==> config.mk <==
export PLATFORM = sky130hd
export DESIGN_NAME = utf8_text_layout_cursor_unit_flat
export DESIGN_NICKNAME = d
export VERILOG_FILES = /design/src/utlc_pkg.sv /design/src/utlc_ifs.sv /design/src/utf8_text_layout_cursor_unit.sv /design/src/flat_wrapper.sv
export VERILOG_INCLUDE_DIRS = /design/src /design/src/src
export SDC_FILE = /design/constraint.sdc
export NUM_CORES = 1
export LEC_CHECK = 0
export BUFFER_PORTS_ARGS = -buffer_cell sky130_fd_sc_hd__clkbuf_2
export CAP_MARGIN = 10
export CELL_PAD_IN_SITES_DETAIL_PLACEMENT = 1
export CELL_PAD_IN_SITES_GLOBAL_PLACEMENT = 2
export CORE_MARGIN = 8
export CORE_UTILIZATION = 30
export CTS_CLUSTER_DIAMETER = 100
export CTS_CLUSTER_SIZE = 28
export DETAILED_ROUTE_END_ITERATION = 7
export HOLD_SLACK_MARGIN = 0.06
export PLACE_DENSITY_LB_ADDON = 0.1
export SLEW_MARGIN = 20
export SYNTH_ARGS = -nofsm -noshare
export SYNTH_HDL_FRONTEND = slang
export SYNTH_SLANG_ARGS = --single-unit
==> constraint.sdc <==
create_clock -name clk -period 11.3 [get_ports clk]
set_input_delay 0.565 -clock clk [delete_from_list [all_inputs] [get_ports clk]]
set_output_delay 0.565 -clock clk [all_outputs]
set_load 0.02 [all_outputs]
==> src/utf8_text_layout_cursor_unit_defines.svh <==
// Assertion macros shared by the text layout cursor RTL.
// No dependencies; included by files that carry concurrent checks.
`ifndef UTF8_TEXT_LAYOUT_CURSOR_UNIT_DEFINES_SVH
`define UTF8_TEXT_LAYOUT_CURSOR_UNIT_DEFINES_SVH

// Same-cycle implication, disabled while in reset.
`define UTLC_ASSERT_NOW(label, clk, rst_n, ante, cons) \
	label: assert property (@(posedge clk) disable iff (!(rst_n)) (ante) |-> (cons)) \
		else $error("utlc check failed");

// Next-cycle implication, disabled while in reset.
`define UTLC_ASSERT_NEXT(label, clk, rst_n, ante, cons) \
	label: assert property (@(posedge clk) disable iff (!(rst_n)) (ante) |=> (cons)) \
		else $error("utlc check failed");

`endif

==> src/utlc_pkg.sv <==
// Types and constants for the UTF-8 text layout cursor.
// No dependencies; used by the interfaces and the top level.
package utlc_pkg;

	localparam logic [11:0] ROW_MAX      = 12'hFFF;
	localparam logic [7:0]  CHAR_LF      = 8'h0A;
	localparam logic [7:0]  LEAD3_MASK   = 8'hE0;
	localparam int unsigned SW_W         = 10;
	localparam int unsigned FS_W         = 8;
	localparam int unsigned COL_W        = 11;
	localparam int unsigned ROW_W        = 12;
	localparam int unsigned CP_W         = 16;
	localparam int unsigned CFG_DATA_W   = 10;

	typedef enum logic [0:0] {
		REG_SCREEN_WIDTH = 1'b0,
		REG_FONT_SIZE    = 1'b1
	} cfg_reg_t;

	typedef enum logic [0:0] {
		KIND_START = 1'b0,
		KIND_TEXT  = 1'b1
	} item_kind_t;

endpackage

==> src/utlc_ifs.sv <==
// Handshake channel interfaces for the text layout cursor.
// Depends on utlc_pkg for field widths.
interface utlc_in_if;
	logic                             valid;
	logic                             ready;
	logic                             kind;
	logic [7:0]                       data_byte;
	logic [9:0]                       start_x;
	logic [utlc_pkg::ROW_W-1:0]       start_y;
	modport source (output valid, kind, data_byte, start_x, start_y, input ready);
	modport sink   (input valid, kind, data_byte, start_x, start_y, output ready);
endinterface

interface utlc_out_if;
	logic                             valid;
	logic                             ready;
	logic [utlc_pkg::CP_W-1:0]        code_point;
	logic                             is_wide;
	logic [9:0]                       pos_x;
	logic [utlc_pkg::ROW_W-1:0]       pos_y;
	modport source (output valid, code_point, is_wide, pos_x, pos_y, input ready);
	modport sink   (input valid, code_point, is_wide, pos_x, pos_y, output ready);
endinterface

interface utlc_cfg_if;
	logic                             valid;
	logic                             ready;
	logic [0:0]                       index;
	logic [utlc_pkg::CFG_DATA_W-1:0]  data;
	modport source (output valid, index, data, input ready);
	modport sink   (input valid, index, data, output ready);
endinterface

==> src/utf8_text_layout_cursor_unit.sv <==
// UTF-8 decoder and text cursor with line wrap: top level.
// Depends on utlc_pkg, utlc_ifs.sv and utf8_text_layout_cursor_unit_defines.svh.
//
//  channel    dir  word carried                               accepted when
//  cfg        in   index, data (screen_width / font_size)     cfg.valid & cfg.ready
//  text_in    in   kind, data_byte, start_x, start_y          text_in.valid & text_in.ready
//  glyph_out  out  code_point, is_wide, pos_x, pos_y          glyph_out.valid & glyph_out.ready
//
// One word per cycle sustained while glyph_out takes each result. A word is
// registered in the input stage (_s1), and its glyph, if any, is then
// registered in the result register, which drives glyph_out. The decode and cursor
// update (one add/compare for the wrap test, one saturating add for the row)
// sit between those two registers.
// Reset clears the cursor, decoder and config to their reset values at once.
// A stalled result blocks only a word that makes a glyph; start words, lead
// bytes and newlines keep moving. cfg.ready is always high.
`include "utf8_text_layout_cursor_unit_defines.svh"

module utf8_text_layout_cursor_unit (
	input  logic          clk,
	input  logic          arst_n,
	utlc_cfg_if.sink      cfg,
	utlc_in_if.sink       text_in,
	utlc_out_if.source    glyph_out
);

	// Config registers
	logic [utlc_pkg::SW_W-1:0]  screen_width_q;
	logic [utlc_pkg::FS_W-1:0]  font_size_q;

	// Input stage
	logic                       valid_s1;
	logic                       kind_s1;
	logic [7:0]                 byte_s1;
	logic [9:0]                 start_x_s1;
	logic [utlc_pkg::ROW_W-1:0] start_y_s1;

	// Cursor / decoder state
	logic [utlc_pkg::COL_W-1:0] col_q;
	logic [utlc_pkg::ROW_W-1:0] row_q;
	logic [9:0]                 origin_q;
	logic [1:0]                 pend_q;
	logic [utlc_pkg::CP_W-1:0]  accum_q;

	// Result register
	logic                       out_valid_q;
	logic [utlc_pkg::CP_W-1:0]  code_q;
	logic                       wide_q;
	logic [9:0]                 pos_x_q;
	logic [utlc_pkg::ROW_W-1:0] pos_y_q;

	// Next-state logic
	logic                       emit;
	logic                       wrap;
	logic                       out_free;
	logic                       adv_s1;
	logic [utlc_pkg::COL_W-1:0] col_d;
	logic [utlc_pkg::ROW_W-1:0] row_d;
	logic [9:0]                 origin_d;
	logic [1:0]                 pend_d;
	logic [utlc_pkg::CP_W-1:0]  accum_d;
	logic [utlc_pkg::CP_W-1:0]  code_d;
	logic                       wide_d;
	logic [9:0]                 pos_x_d;
	logic [utlc_pkg::ROW_W-1:0] pos_y_d;

	// Shared glyph-place datapath
	logic [utlc_pkg::CP_W-1:0]  acc_shift;
	logic [1:0]                 pend_dec;
	logic                       place_wide;
	logic [utlc_pkg::FS_W-1:0]  glyph_w;
	logic [utlc_pkg::ROW_W:0]   col_sum;
	logic [utlc_pkg::ROW_W:0]   row_sum;
	logic [utlc_pkg::ROW_W-1:0] row_step;
	logic [utlc_pkg::COL_W-1:0] org_sum;

	assign out_free = !out_valid_q || glyph_out.ready;
	assign adv_s1   = valid_s1 && (!emit || out_free);
	assign text_in.ready = !valid_s1 || adv_s1;
	assign cfg.ready     = 1'b1;

	assign glyph_out.valid      = out_valid_q;
	assign glyph_out.code_point = code_q;
	assign glyph_out.is_wide    = wide_q;
	assign glyph_out.pos_x      = pos_x_q;
	assign glyph_out.pos_y      = pos_y_q;

	// Continuation byte folds six more bits into the code point
	assign acc_shift = {accum_q[utlc_pkg::CP_W-7:0], byte_s1[5:0]};
	assign pend_dec  = pend_q - 2'd1;

	// Only finished multi-byte sequences are wide
	assign place_wide = (pend_q != 2'd0);
	assign glyph_w    = place_wide ? font_size_q : (font_size_q >> 1);

	// Wrap test at full width, row step saturates
	assign col_sum  = (utlc_pkg::ROW_W + 1)'(col_q) + (utlc_pkg::ROW_W + 1)'(glyph_w);
	assign wrap     = col_sum > (utlc_pkg::ROW_W + 1)'(screen_width_q);
	assign row_sum  = (utlc_pkg::ROW_W + 1)'(row_q) + (utlc_pkg::ROW_W + 1)'(font_size_q);
	assign row_step = row_sum[utlc_pkg::ROW_W] ? utlc_pkg::ROW_MAX
		: row_sum[utlc_pkg::ROW_W-1:0];
	assign org_sum  = utlc_pkg::COL_W'(origin_q) + utlc_pkg::COL_W'(glyph_w);

	always_comb begin
		col_d    = col_q;
		row_d    = row_q;
		origin_d = origin_q;
		pend_d   = pend_q;
		accum_d  = accum_q;
		emit     = 1'b0;
		code_d   = utlc_pkg::CP_W'(byte_s1);
		wide_d   = place_wide;
		pos_x_d  = wrap ? origin_q : col_q[9:0];
		pos_y_d  = wrap ? row_step : row_q;
		if (kind_s1 == utlc_pkg::KIND_START) begin
			col_d    = utlc_pkg::COL_W'(start_x_s1);
			origin_d = start_x_s1;
			row_d    = start_y_s1;
			pend_d   = 2'd0;
			accum_d  = '0;
		end else if (pend_q != 2'd0) begin
			accum_d = acc_shift;
			pend_d  = pend_dec;
			code_d  = acc_shift;
			if (pend_dec == 2'd0) begin
				emit  = 1'b1;
				row_d = pos_y_d;
				col_d = wrap ? org_sum : col_sum[utlc_pkg::COL_W-1:0];
			end
		end else if (!byte_s1[7]) begin
			if (byte_s1 == utlc_pkg::CHAR_LF) begin
				// Newline: wrap unconditionally, no glyph
				row_d = row_step;
				col_d = utlc_pkg::COL_W'(origin_q);
			end else begin
				emit  = 1'b1;
				row_d = pos_y_d;
				col_d = wrap ? org_sum : col_sum[utlc_pkg::COL_W-1:0];
			end
		end else if ((byte_s1 & utlc_pkg::LEAD3_MASK) == utlc_pkg::LEAD3_MASK) begin
			accum_d = utlc_pkg::CP_W'(byte_s1[3:0]);
			pend_d  = 2'd2;
		end else begin
			// Any other high byte, stray continuation too, leads a pair
			accum_d = utlc_pkg::CP_W'(byte_s1[4:0]);
			pend_d  = 2'd1;
		end
	end

	// Config registers
	always_ff @(posedge clk or negedge arst_n) begin
		if (!arst_n) begin
			screen_width_q <= 10'd135;
			font_size_q    <= 8'd16;
		end else if (cfg.valid && cfg.ready) begin
			unique case (utlc_pkg::cfg_reg_t'(cfg.index))
				utlc_pkg::REG_SCREEN_WIDTH: screen_width_q <= cfg.data;
				utlc_pkg::REG_FONT_SIZE:    font_size_q    <= cfg.data[utlc_pkg::FS_W-1:0];
				default: ;
			endcase
		end
	end

	// Input stage control
	always_ff @(posedge clk or negedge arst_n) begin
		if (!arst_n) begin
			valid_s1 <= 1'b0;
		end else if (text_in.ready) begin
			valid_s1 <= text_in.valid;
		end
	end

	// Input stage payload
	always_ff @(posedge clk) begin
		if (text_in.valid && text_in.ready) begin
			kind_s1    <= text_in.kind;
			byte_s1    <= text_in.data_byte;
			start_x_s1 <= text_in.start_x;
			start_y_s1 <= text_in.start_y;
		end
	end

	// Cursor and decoder state
	always_ff @(posedge clk or negedge arst_n) begin
		if (!arst_n) begin
			col_q    <= '0;
			row_q    <= '0;
			origin_q <= '0;
			pend_q   <= '0;
			accum_q  <= '0;
		end else if (adv_s1) begin
			col_q    <= col_d;
			row_q    <= row_d;
			origin_q <= origin_d;
			pend_q   <= pend_d;
			accum_q  <= accum_d;
		end
	end

	// Result register control
	always_ff @(posedge clk or negedge arst_n) begin
		if (!arst_n) begin
			out_valid_q <= 1'b0;
		end else if (out_free) begin
			out_valid_q <= adv_s1 && emit;
		end
	end

	// Result register payload
	always_ff @(posedge clk) begin
		if (adv_s1 && emit) begin
			code_q  <= code_d;
			wide_q  <= wide_d;
			pos_x_q <= pos_x_d;
			pos_y_q <= pos_y_d;
		end
	end

	// Decoder never counts more than two continuation bytes
	`UTLC_ASSERT_NOW(a_pend_range, clk, arst_n, 1'b1, pend_q != 2'd3)
	// A start word always drops a partial sequence
	`UTLC_ASSERT_NEXT(a_start_clears, clk, arst_n,
		adv_s1 && (kind_s1 == utlc_pkg::KIND_START), pend_q == 2'd0)
	// A wrapped glyph lands at the line origin
	`UTLC_ASSERT_NEXT(a_wrap_origin, clk, arst_n,
		adv_s1 && emit && wrap, pos_x_q == $past(origin_q))
	// Input is only held off by a word waiting in the first stage
	`UTLC_ASSERT_NOW(a_ready_cause, clk, arst_n, !text_in.ready, valid_s1 && emit)

endmodule
==> src/flat_wrapper.sv <==
// flat-port wrapper written by rule: the top's interface ports become plain ports
module utf8_text_layout_cursor_unit_flat 
  (clk, arst_n, cfg_valid, cfg_index, cfg_data, cfg_ready, text_in_valid, text_in_kind, text_in_data_byte, text_in_start_x, text_in_start_y, text_in_ready, glyph_out_valid, glyph_out_code_point, glyph_out_is_wide, glyph_out_pos_x, glyph_out_pos_y, glyph_out_ready);
  utlc_cfg_if cfg_i ();
  utlc_in_if text_in_i ();
  utlc_out_if glyph_out_i ();
  input  logic clk;
  input  logic arst_n;
  input wire logic [$bits(cfg_i.valid)-1:0] cfg_valid;
  input wire logic [$bits(cfg_i.index)-1:0] cfg_index;
  input wire logic [$bits(cfg_i.data)-1:0] cfg_data;
  output wire logic [$bits(cfg_i.ready)-1:0] cfg_ready;
  input wire logic [$bits(text_in_i.valid)-1:0] text_in_valid;
  input wire logic [$bits(text_in_i.kind)-1:0] text_in_kind;
  input wire logic [$bits(text_in_i.data_byte)-1:0] text_in_data_byte;
  input wire logic [$bits(text_in_i.start_x)-1:0] text_in_start_x;
  input wire logic [$bits(text_in_i.start_y)-1:0] text_in_start_y;
  output wire logic [$bits(text_in_i.ready)-1:0] text_in_ready;
  output wire logic [$bits(glyph_out_i.valid)-1:0] glyph_out_valid;
  output wire logic [$bits(glyph_out_i.code_point)-1:0] glyph_out_code_point;
  output wire logic [$bits(glyph_out_i.is_wide)-1:0] glyph_out_is_wide;
  output wire logic [$bits(glyph_out_i.pos_x)-1:0] glyph_out_pos_x;
  output wire logic [$bits(glyph_out_i.pos_y)-1:0] glyph_out_pos_y;
  input wire logic [$bits(glyph_out_i.ready)-1:0] glyph_out_ready;
  assign cfg_i.valid = cfg_valid;
  assign cfg_i.index = cfg_index;
  assign cfg_i.data = cfg_data;
  assign cfg_ready = cfg_i.ready;
  assign text_in_i.valid = text_in_valid;
  assign text_in_i.kind = text_in_kind;
  assign text_in_i.data_byte = text_in_data_byte;
  assign text_in_i.start_x = text_in_start_x;
  assign text_in_i.start_y = text_in_start_y;
  assign text_in_ready = text_in_i.ready;
  assign glyph_out_valid = glyph_out_i.valid;
  assign glyph_out_code_point = glyph_out_i.code_point;
  assign glyph_out_is_wide = glyph_out_i.is_wide;
  assign glyph_out_pos_x = glyph_out_i.pos_x;
  assign glyph_out_pos_y = glyph_out_i.pos_y;
  assign glyph_out_i.ready = glyph_out_ready;
  utf8_text_layout_cursor_unit u_core (.clk(clk), .arst_n(arst_n), .cfg(cfg_i), .text_in(text_in_i), .glyph_out(glyph_out_i));
endmodule
# After elaboration in Yosys (flattened, before gate mapping)
# Index checks and enable logic that the tools add are counted.
# op_classes
bitwise	2
n_lt_le_gt_ge	1
reduce_logical	17
muxes	30
n_eq_ne	5
add_sub_neg	4
# op_table
operator	n
$mux W12	7
$mux W11	6
$mux W10	4
$mux W8	3
$add A12 B8 Y13	1
$gt A13 B10 Y1	1
$add A11 B8 Y12	1
$add A10 B8 Y11	1
$reduce_and A2 Y1	5
$ne A3 B3 Y1 const B	3
$eq A8 B4 Y1 const B	1
$mux W2	4
$mux W1	5
$mux W5	1
$eq A3 B3 Y1 const B	1
$logic_and A1 B1 Y1	3
$logic_not A1 Y1	3
$logic_or A1 B1 Y1	3
$reduce_and A3 Y1	1
$logic_not A2 Y1	1
$not A1 Y1	2
$reduce_bool A2 Y1	1
$sub A2 B1 Y2 const B	1
# word_totals
inputBits	47
regBits	135
out_inout_bits	42
word_cells	77

# Logic depth before layout (Yosys ltp)
# Gate-level depths: netlist of the first run.
# depth
ltp_word	10
mapped_depth	26
mapped_depth_nobuf	21

# Worst setup path before layout of the first run
# Ideal clock, no wire load.
# synth_timing
path_kind	register -> register
startpoint	register u_core.pend_q[1]
endpoint	register u_core.pos_y_q (netlist bit u_core.glyph_out.pos_y[10]) (data pin)
arrival_ns	4.558
path_stages_with_launch	25
slack_ns	6.480
synth_period_minus_slack_ns	4.820
n_path_buf	4
required_ns	11.038
setup_time_ns	0.262
path_cell_list	dfrtp_1 nor2_1 clkbuf_1 inv_1 buf_1 o21ai_0 ha_1 inv_1 fa_1 nor2b_1 o21a_1 o21a_1 o21a_1 nor2_1 xnor2_1 ha_1 a2111oi_0 a211oi_1 o21ai_0 a21o_1 clkbuf_1 and2_1 buf_4 nor3_1 mux2_1
# synth_between
elab_chain_len	5
# synth_lines
element	line	source
from (decl)	utf8_text_layout_cursor_unit.sv:42	logic [1:0] pend_q;
from (signal assigned)	utf8_text_layout_cursor_unit.sv:195	pend_q <= pend_d;
$reduce_bool A2 Y1	utf8_text_layout_cursor_unit.sv:93	assign place_wide = (pend_q != 2'd0);
named net u_core.place_wide	utf8_text_layout_cursor_unit.sv:70	logic place_wide;
$mux W8	utf8_text_layout_cursor_unit.sv:94	assign glyph_w = place_wide ? font_size_q : (font_size_q >> 1);
$add A11 B8 Y12	utf8_text_layout_cursor_unit.sv:97	assign col_sum = (utlc_pkg::ROW_W + 1)'(col_q) + (utlc_pkg::ROW_W + 1)'(glyph_w);
$gt A13 B10 Y1	utf8_text_layout_cursor_unit.sv:98	assign wrap = col_sum > (utlc_pkg::ROW_W + 1)'(screen_width_q);
$mux W12	utf8_text_layout_cursor_unit.sv:114	pos_y_d = wrap ? row_step : row_q;
named net u_core.pos_y_d, one bit	utf8_text_layout_cursor_unit.sv:65	logic [utlc_pkg::ROW_W-1:0] pos_y_d;
to (signal assigned)	utf8_text_layout_cursor_unit.sv:215	pos_y_q <= pos_y_d;
to (decl)	utf8_text_layout_cursor_unit.sv:50	logic [utlc_pkg::ROW_W-1:0] pos_y_q;
# The timed path passes the listed nets, and every way through them passes these cells.
# A chain may end at the register's enable or synchronous reset.

# Worst setup path after layout of the first run
# layout_timing
startpoint	register u_core.pend_q[1]
endpoint	register u_core.pos_y_q (netlist bit u_core.glyph_out.pos_y[10]) (data pin)
# layout_between
elab_chain_len	5
# layout_lines
element	line
$reduce_bool A2 Y1	utf8_text_layout_cursor_unit.sv:93
$mux W8	utf8_text_layout_cursor_unit.sv:94
$add A11 B8 Y12	utf8_text_layout_cursor_unit.sv:97
$gt A13 B10 Y1	utf8_text_layout_cursor_unit.sv:98
$mux W12	utf8_text_layout_cursor_unit.sv:114
named net u_core.pos_y_d, one bit	utf8_text_layout_cursor_unit.sv:65
# The timed path passes the listed nets, and every way through them passes these cells.

==> results of run 1 <==
-- flip-flops by register name, indices dropped and copies added (netlist names) --
name                         cells
u_core.valid_s1                  1
u_core.font_size_q               8
u_core.glyph_out.pos_y          12
u_core.start_y_s1               12
u_core.pend_q                    2
u_core.row_q                    12
u_core.glyph_out.pos_x          10
u_core.glyph_out.is_wide         1
u_core.glyph_out.code_point     16
u_core.kind_s1                   1
u_core.glyph_out.valid           1
u_core.screen_width_q           10
u_core.accum_q                  10
u_core.byte_s1                   8
u_core.start_x_s1               10
u_core.origin_q                 10
u_core.col_q                    11
-- final cells by class --
cell class | instances | area [um^2]
sequential | 135 | 3730
fill | 2650 | 14900
tap | 319 | 399
clock buffer | 17 | 425
timing repair buffer | 94 | 488
clock inverter | 15 | 156
inverter | 29 | 109
multi-input combinational | 489 | 3120
-- metal layers --
metal	vias to the layer above	routed length [um]	share of wire, %	global-route usage (%)
met5	-	0	0	0
met4	0	507	2.3	5.43
met3	23	779	3.6	3.28
met2	107	10200	46	25.4
met1	2780	10400	48	20.9
li1	2610	-	-	-
-- worst min path at each step --
stage	depth (start not counted)	endpoint	from
final	1	u_core.byte_s1[3]$_DFFE_PP_	text_in_data_byte[3]
after global routing	1	u_core.byte_s1[2]$_DFFE_PP_	text_in_data_byte[2]
after CTS	1	u_core.byte_s1[3]$_DFFE_PP_	text_in_data_byte[3]
after detailed placement	2	u_core.row_q[4]$_DFFE_PN0P_	u_core.start_y_s1[4]$_DFFE_PP_
after global placement	2	u_core.row_q[4]$_DFFE_PN0P_	u_core.start_y_s1[4]$_DFFE_PP_
after floorplan	0	u_core.accum_q[0]$_DFFE_PN0P_	arst_n
-- power by group --
part | internal, W | total [W] | leakage (nW) | switching [W]
combinational | 0.000391 | 0.00111 | 1.89 | 0.000718
sequential | 0.000649 | 0.000729 | 1.47 | 0.0000806
clock | 0.000312 | 0.000559 | 0.278 | 0.000247
total | 0.00135 | 0.00240 | 3.64 | 0.00104
-- cells in the final DEF (no fill, tap or decap), drive strengths merged, types with 3 or more instances in the layout --
cell type	netlist	routed
mux2	14	14
inv	29	38
xnor2	10	10
xor2	7	7
nand3	8	8
o21a	4	4
a32oi	3	3
buf	13	8
dfstp	5	5
a31oi	12	12
nor2	51	51
clkinvlp	0	3
a21o	5	5
mux2i	6	6
nor3	17	17
ha	36	36
nand2	134	134
and3	10	10
a41oi	3	3
a21oi	33	33
o21ai	46	46
and2	4	4
clkbuf	12	103
fa	3	3
a211oi	9	9
nor2b	8	8
dfrtp	60	60
nand2b	8	8
edfxtp	70	70
nand4	5	5
nor3b	4	4
o31ai	6	6
a22o	8	8
-- cells by family (layout without fill, tap and decap cells) --
kind of cell	Yosys count	after routing
buffers and inverters	54	155
AOI/OAI and AO/OA	151	151
and+or+nand+nor	261	261
muxes	20	20
xor gates and xnor gates	17	17
adders and majority gates	39	39
DFF	135	135
other	1	1
-- per-stage QoR --
stage          utilization, %  worst slack [ns]
3_5_place_dp             33.6              5.41
6_report                 36.1              5.43
2_1_floorplan               -              6.48
4_1_cts                  36.1              5.39
5_1_grt                  36.1              5.02
3_3_place_gp             33.6              5.88
==> results.toml, run 1 <==
[drt]
routedWlPerCell_um = 19.9
vias = 5520
vias_per_cell = 5.03
wirelength_mm = 21.9
drtIter0Drc = 290
dr.pass1.iters = 6
ant_nets = 0
drcViolationCount = 0

[clock_tree]
clockBufferDepth = 2
cts_setup_buffers = 0
hold_buffers = 0
cts-resized-gates = 0
clkTransAtPathRegs_ns = 0.07
cts_tree = "yes"
cts_inserted_buffers = 17
cts_max_level = 4
cts.sinks = 135
root_buffer = "clkbuf_16"
clock_latency_ns = 0.43

[sta]
fin_crit_ns = 5.87
holdWs_ns = 0.306
fin_skew_ns = 0.0192
tightestPinTransition_ns = 0.951
setup_tns_ns = 0
clock.fmax_mhz = 170
slew_violations = 0
fin_crit_sh_pct = 52.0
setup_viol = 0
hold_viol_final = 0
slew-limit-headroom_pct = 36.5
rsz0062_at_grt = "false"

[floorplanning]
die_h_um = 170
die-area_mm2 = 0.0288
fp-row-count = 56
ioPinCount = 89
dieWidth_um = 170
initial_core_util_pct = 30.3
core_area_mm2 = 0.0233

[finish]
diodes = 0
stdcell_count = 1098
design_area_mm2 = 0.00843
drive_gt1_share_pct = 20.7
final_nets = 852
syn_to_final_growth_pct = 19.1

[logic_synthesis]
synth_compound_area_share_pct = 14.4
synth.distinct_cells = 75
synth_edf_count = 70
synth_cells = 678
synth_mux_area_share_pct = 3.18
synth_area_leader_cell = "edfxtp_1"
yosysTopAreaCellShare_pct = 29.7
synth_area_mm2 = 0.00708
yosysMostFrequentCell = "nand2_1"
synthArstFlopShare_pct = 48.1
yosysSeqAreaShare_pct = 52.8
synth_warnings = 0
syn-num-nets = 764
synth_common_cells = "nand2_1, edfxtp_1, dfrtp_1"
ys_ff_latch = 135
yosys.area_share.adder_pct = 7.21
synth-main-ff-cell = "edfxtp_1"
synth_simple_gate_area_share_pct = 17.0
synth_top_family_by_area = "simple AND/OR/NAND/NOR gates"
yosys-top-cells-area = "edfxtp_1, dfrtp_1, nand2_1"
syn_area_per_cell_um2 = 10.4
yosys.area_share.xor_xnor_pct = 2.10

[global_route]
gr-total-overflow = 0
antenna_found_initial = 0
grt_usage_pct = 15.8
grt_pass1_vias = 5972
grt_pass1_wl_mm = 34.8
grt_max_degree = 66

[power_and_ir_drop]
ir_worst_vdd_uv = 159
p_leak_nw = 3.64
total_power_w = 0.00240
power_density_mw_per_mm2 = 284

[critical_path]
critical_path_required_ns = 11.47
crit_path_end = "u_core.glyph_out.pos_y[10]$_DFFE_PP_"
cp_cell_sequence = "nor2_1 > buf_4 > inv_1 > o21ai_0 > ha_1 > inv_1 > fa_1 > nor2b_1 > o21a_1 > o21a_1 > o21a_1 > nor2_1 > xnor2_1 > ha_1 > a2111oi_0 > a211oi_1 > o21ai_0 > a21o_1 > and2_1 > nor3_1 > mux2_1"
crit_type = "reg2reg"
path_max_fanout = 19
r2r.worst_path.cells = 21
cp.buffers_inverters = 3
crit_family = "compound AO/OA/AOI/OAI gates"
critPathMostFrequentCell = "o21a_1"
critPathArrivalTime_ns = 6.04
path_depth = 21
worst_path_largest_cell_delay_ns = 0.80
r2r_end = "u_core.glyph_out.pos_y[10]$_DFFE_PP_"
regToRegStartpoint = "u_core.pend_q[1]$_DFFE_PN0P_"
slowest_stage = "and2_1"
crit_path_start_kind = "register"
rrSetupSlack_ns = 5.43
critPathLaunch = "u_core.pend_q[1]$_DFFE_PN0P_"
endpoint_kind = "register"

[placement]
io_buffers = 87
gp_congestion = 0.872
dpl.hpwl_mm = 15.9
dpl.cell_count = 1066
dpl-instance-area_mm2 = 0.00785

[run]
max_cap_violations = 0

[worst_hold_path]
hold_path.class = "in2reg"

[outcome]
status = "complete, no violations"
(Power assumes the default switching activity.)
==> inputs of run 2 (changes only) <==
Clock period 11.3 ns to 5 ns, I/O delays scaled along.
==> run 2 against run 1 <==
Against the previous run: global-route usage rose by 0.46 points; worst hold slack worse by 0.28 ns; clock power grew 140%; setup slack got worse by 5.0 ns; highest routed layer unchanged.
==> results.toml, run 2 (synthesis results as in run 1) <==
[floorplanning]
ioPinCount = 89
core_area_mm2 = 0.0233
dieWidth_um = 170
initial_core_util_pct = 30.3
die-area_mm2 = 0.0288
die_h_um = 170
fp-row-count = 56

[sta]
slew_violations = 0
tightestPinTransition_ns = 1.02
fin_crit_ns = 4.62
final.setup.worst_slack_ns = 0.382
hold_viol_final = 0
fin_crit_sh_pct = 92.4
clock.fmax_mhz = 217
setup_viol = 0
slew-limit-headroom_pct = 32.1
fin_skew_ns = 0.0234

[drt]
wirelength_mm = 22.4
vias = 5611
vias_per_cell = 4.89
routedWlPerCell_um = 19.5
drcViolationCount = 0
ant_nets = 0
dr.pass1.iters = 4
drtIter0Drc = 238

[critical_path]
path_max_fanout = 11
critical_path_required_ns = 5.34
critPathArrivalTime_ns = 4.96
endpoint_kind = "register"
crit_path_end = "u_core.row_q[5]$_DFFE_PN0P_"
r2r.worst_path.cells = 19
r2r_end = "u_core.row_q[5]$_DFFE_PN0P_"
regToRegStartpoint = "u_core.pend_q[1]$_DFFE_PN0P_"
rrSetupSlack_ns = 0.38
crit_type = "reg2reg"
critPathLaunch = "u_core.pend_q[1]$_DFFE_PN0P_"
crit_path_start_kind = "register"

[finish]
diodes = 0
layout_common_cells = "nand2_1, clkbuf_2, edfxtp_1, dfrtp_1, nor2_1"
largest_reg_flops = 16
syn_to_final_growth_pct = 26.8
drive_gt1_share_pct = 20.8
final_common_cell = "nand2_1"
design_area_mm2 = 0.00898
fillers = 2624
final_nets = 901

[global_route]
grt_pass1_vias = 6056
grt_usage_pct = 16.3
antenna_found_initial = 0
grt_pass1_wl_mm = 35.8
grt_max_degree = 66
gr-total-overflow = 0

[placement]
gp_congestion = 0.805
dpl-instance-area_mm2 = 0.00790
place_ws_ns = 0.118
io_buffers = 87
dpl.hpwl_mm = 16.0

[clock_tree]
root_buffer = "clkbuf_16"
cts_inserted_buffers = 17
cts_max_level = 4
clkTransAtPathRegs_ns = 0.07
clockBufferDepth = 2
clock_latency_ns = 0.44
cts.sinks = 135
cts_tree = "yes"

[outcome]
status = "complete, no violations"

[worst_hold_path]
hold_path.class = "in2async"

[run]
max_cap_violations = 0

[power_and_ir_drop]
ir_worst_vdd_uv = 362
power_density_mw_per_mm2 = 637
p_leak_nw = 3.88
run 2: cell types whose count changed in the layout (fill, tap and decap cells not counted), sizes merged:
cell / previous run / this run
clkinvlp: 3 / 0
clkinv: 2 / 1
inv: 38 / 41
buf: 8 / 16
dlygate4sd3: 0 / 41
bufinv: 1 / 2
run 2: layout make-up:
cell class | count | area (um^2) | share of cell area (%)
tap | 319 | 399 | 4.45
clock inverter | 15 | 196 | 2.19
timing repair buffer | 143 | 971 | 10.8
inverter | 29 | 109 | 1.21
sequential | 135 | 3730 | 41.6
clock buffer | 17 | 425 | 4.74
multi-input combinational | 489 | 3140 | 35.0
run 2: critical path, stage by stage (launching register included):
cell and delay, ns:
dfrtp_1 0.45, nor2_1 0.18, inv_1 0.15, buf_4 0.22, nand2_1 0.07, nand2_1 0.12, ha_2 0.43, and4_1 0.25
o21ai_0 0.16, and2_1 0.24, a21oi_1 0.17, xor2_1 0.28, ha_1 0.19, nand2_1 0.08, a211oi_1 0.16, o21ai_0 0.12
a21o_2 0.27, a41oi_1 0.67, nor2_1 0.08, nor3_1 0.23
run 2: how the worst min path moves through the flow:
stage                        start  cells after the start                                   end  slack, ns
2_1_floorplan               arst_n                      0         u_core.accum_q[0]$_DFFE_PN0P_      -0.05
5_1_grt                cfg_data[5]                      3  u_core.screen_width_q[5]$_DFFE_PN0P_       0.06
3_5_place_dp   text_in_start_y[10]                      1       u_core.start_y_s1[10]$_DFFE_PP_       0.43
3_3_place_gp    text_in_start_x[3]                      1        u_core.start_x_s1[3]$_DFFE_PP_       0.43
6_report                    arst_n                      2        u_core.origin_q[3]$_DFFE_PN0P_       0.02
4_1_cts                cfg_data[5]                      3  u_core.screen_width_q[5]$_DFFE_PN0P_       0.06
run 2: through the flow:
step                      total power (W)  hold slack [ns]  setup TNS [ns]  utilization (%)  instances
after floorplan                   0.00342          -0.0456               0                -        678
after global placement            0.00416            0.427               0             33.9       1071
after detailed placement          0.00426            0.429               0             33.9       1071
after CTS                         0.00568           0.0605               0             38.3       1144
after global routing              0.00614           0.0615         -0.0150             38.5       1147
final                             0.00572           0.0237               0             38.5       1147
run 2: power by group:
part | internal (W) | switching [W] | total (W)
Clock | 0.000770 | 0.000588 | 0.00136
Sequential | 0.00147 | 0.000186 | 0.00165
Combinational | 0.00104 | 0.00167 | 0.00271
run 2: what timing repair did:
action,in CTS,in global routing
setup endpoints to repair,0,45
gates resized for setup,0,7
buffers inserted,0,3
endpoints found under the hold margin,41,0
hold buffers,41,0
run 2: metal layers:
metal  vias up  global-route usage, %  wire length, um
met5         -                      0                0
met3        18                   3.61              873
met1      2777                   22.3            10800
met2       101                   25.2            10500
li1       2715                      -                -
met4         0                   5.00              245
==> inputs of run 3 (changes only) <==
Settings changed: ABC_AREA from default to 1.
==> run 3 against run 2 <==
Against the previous run: count of clock-buffer cells in the layout up 2; global-route usage down 0.29 points; setup slack better by 0.27 ns; register-to-register slack better by 0.27 ns; clock skew down 0.0086 ns; clock power down 9%; synthesized area up 9.1%; sequential cell count unchanged; combinational power up 14%.
==> results.toml, run 3 <==
[clock_tree]
clock_latency_ns = 0.43
cts_inserted_buffers = 17
cts_tree = "yes"
cts_max_level = 4
cts.sinks = 135
clockBufferDepth = 2
cts-resized-gates = 0
root_buffer = "clkbuf_16"
clkTransAtPathRegs_ns = 0.06

[finish]
drive_gt1_share_pct = 17.6
largest_reg_flops = 16
syn_to_final_growth_pct = 21.3
final_nets = 1109
layout_common_cells = "nand2_1, inv_1, clkbuf_2, nand3_1, edfxtp_1"
utilization_pct = 37.1
diodes = 0
final_common_cell = "nand2_1"

[global_route]
top_usage_layer = "met2"
antenna_found_initial = 0
grt_max_degree = 44
grt_usage_pct = 16.0
grt_pass1_wl_mm = 38.5
met1_usage_pct = 19.6
gr-total-overflow = 0
grt_use_met2_pct = 28.7
use_met3_pct = 2.78
grt_pass1_vias = 6750

[floorplanning]
dieWidth_um = 176
ioPinCount = 89
die-area_mm2 = 0.0311
core_area_mm2 = 0.0253
initial_core_util_pct = 30.6
die_h_um = 176
fp-row-count = 58

[sta]
fin_crit_sh_pct = 87.0
holdWs_ns = 0.0700
setup_tns_ns = 0
tightestPinTransition_ns = 1.07
slew-limit-headroom_pct = 28.4
fin_skew_ns = 0.0147
rsz0062_at_grt = "false"
clock.fmax_mhz = 230
slew_violations = 0
setup_viol = 0
hold_viol_final = 0
fin_crit_ns = 4.35

[worst_hold_path]
hold_path.class = "in2reg"
whs_path_depth = 3
hold_end = "u_core.screen_width_q[7]$_DFFE_PN1P_"
holdCritStartpoint = "cfg_data[7]"

[logic_synthesis]
ys_ff_latch = 135
synth_warnings = 0
syn_area_per_cell_um2 = 8.54
synth_edf_count = 70
synthArstFlopShare_pct = 48.1
yosysTopAreaCellShare_pct = 27.2
synth_area_mm2 = 0.00772
synth-main-ff-cell = "edfxtp_1"
yosysMostFrequentCell = "nand2_1"
synth_area_leader_cell = "edfxtp_1"
synth.distinct_cells = 45
synth_common_cells = "nand2_1, inv_1, nand3_1"
yosysSeqAreaShare_pct = 48.4
yosys-top-cells-area = "edfxtp_1, dfrtp_1, nand2_1"
synth_cells = 904
syn-num-nets = 990

[power_and_ir_drop]
power_density_mw_per_mm2 = 645
ir_worst_vdd_uv = 494
p_leak_nw = 4.55

[drt]
drcViolationCount = 0
ant_nets = 0
vias = 6320
routedWlPerCell_um = 17.6
dr.pass1.iters = 4
drtIter0Drc = 297
wirelength_mm = 24.1
vias_per_cell = 4.63

[placement]
io_buffers = 87
gp_congestion = 0.810
dpl.hpwl_mm = 17.5

[critical_path]
path_max_fanout = 43
crit_type = "reg2reg"
endpoint_kind = "register"
critPathArrivalTime_ns = 4.56
regToRegStartpoint = "u_core.pend_q[1]$_DFFE_PN0P_"
crit_path_start_kind = "register"
r2r_end = "u_core.glyph_out.pos_x[3]$_DFFE_PP_"
critical_path_required_ns = 5.21
r2r.worst_path.cells = 20
rrSetupSlack_ns = 0.65

[outcome]
status = "complete, no violations"

[run]
max_cap_violations = 0
-- run 3: changes by cell type in the layout (fill, tap and decap cells not counted), sizes merged, moves of 9 or more --
cell    before  now
o21ai       46   66
nor3        17    3
and3        10    0
a21oi       33   70
nand2      134  223
nand3        8   84
a211oi       9    0
inv         41  146
-- run 3: cell families (layout without fill, tap and decap cells) --
| logic type | Yosys count | after routing | synth area share, % |
|---|---|---|---|
| AO/OA/AOI/OAI | 149 | 149 | 11.3 |
| other | 1 | 1 | 0.0486 |
| multiplexers | 9 | 9 | 1.31 |
| adder cells (fa/ha/maj) | 39 | 39 | 6.61 |
| flip-flops | 135 | 135 | 48.4 |
| buffers and inverters | 174 | 306 | 9.43 |
| XOR/XNOR | 17 | 17 | 1.93 |
| AND/OR/NAND/NOR | 380 | 380 | 21.0 |
-- run 3: report_power, final --
part	switching, W	total [W]	internal, W	leakage (nW)
sequential	0.000201	0.00170	0.00150	1.44
combinational	0.00206	0.00310	0.00104	2.86
clock	0.000534	0.00124	0.000702	0.259
-- run 3: worst max path at each step --
stage	from	end	slack, ns	cells past startpoint
after CTS	u_core.pend_q[1]$_DFFE_PN0P_	u_core.glyph_out.pos_x[3]$_DFFE_PP_	0.56	20
after floorplan	u_core.pend_q[1]$_DFFE_PN0P_	u_core.glyph_out.pos_x[1]$_DFFE_PP_	1.36	24
after global routing	u_core.pend_q[1]$_DFFE_PN0P_	u_core.glyph_out.pos_x[3]$_DFFE_PP_	0.12	20
after detailed placement	u_core.pend_q[1]$_DFFE_PN0P_	u_core.glyph_out.pos_x[3]$_DFFE_PP_	0.59	20
after global placement	u_core.pend_q[1]$_DFFE_PN0P_	u_core.col_q[6]$_DFFE_PN0P_	0.65	23
final	u_core.pend_q[1]$_DFFE_PN0P_	u_core.glyph_out.pos_x[3]$_DFFE_PP_	0.65	20
-- run 3: layer usage --
metal	up-vias	part of all wire (%)
met5	-	0
met4	0	1.1
met3	18	2.5
met2	69	52
met1	3049	44
li1	3184	-
-- run 3: layout make-up --
cell class | instances | area, um^2
fill | 3057 | 15900
sequential | 135 | 3730
multi-input combinational | 595 | 3260
timing repair buffer | 131 | 851
inverter | 143 | 537
clock buffer | 19 | 443
tap | 330 | 413
clock inverter | 13 | 124
-- run 3: stage by stage --
stage | instance area, um^2 | setup WS, ns | instances | total power, W
2_1_floorplan | 7720 | 1.36 | 904 | 0.00400
3_3_place_gp | 8450 | 0.651 | 1300 | 0.00486
3_5_place_dp | 8450 | 0.587 | 1300 | 0.00486
4_1_cts | 9350 | 0.561 | 1365 | 0.00615
5_1_grt | 9370 | 0.115 | 1366 | 0.00662
6_report | 9370 | 0.649 | 1366 | 0.00605
-- run 3: what timing repair did --
item,in CTS,in global routing
hold buffers,33,1
hold endpoints to repair,59,1
buffers inserted,0,0
-- run 3: critical path, cell delays in order (launching register included) --
cell and delay [ns]:
dfrtp_1 0.43, nor2_1 0.09, buf_4 0.18, o21ai_0 0.48
inv_1 0.13, fa_1 0.45, inv_1 0.09, nand3_1 0.08
nand2_2 0.11, nand2_1 0.07, nand2_2 0.08, xor2_1 0.27
ha_1 0.30, a21oi_1 0.15, o21a_1 0.13, nand2_1 0.05
nand2_1 0.05, nand2_1 0.05, nand2_1 0.19, nand2_4 0.36
o21ai_0 0.39
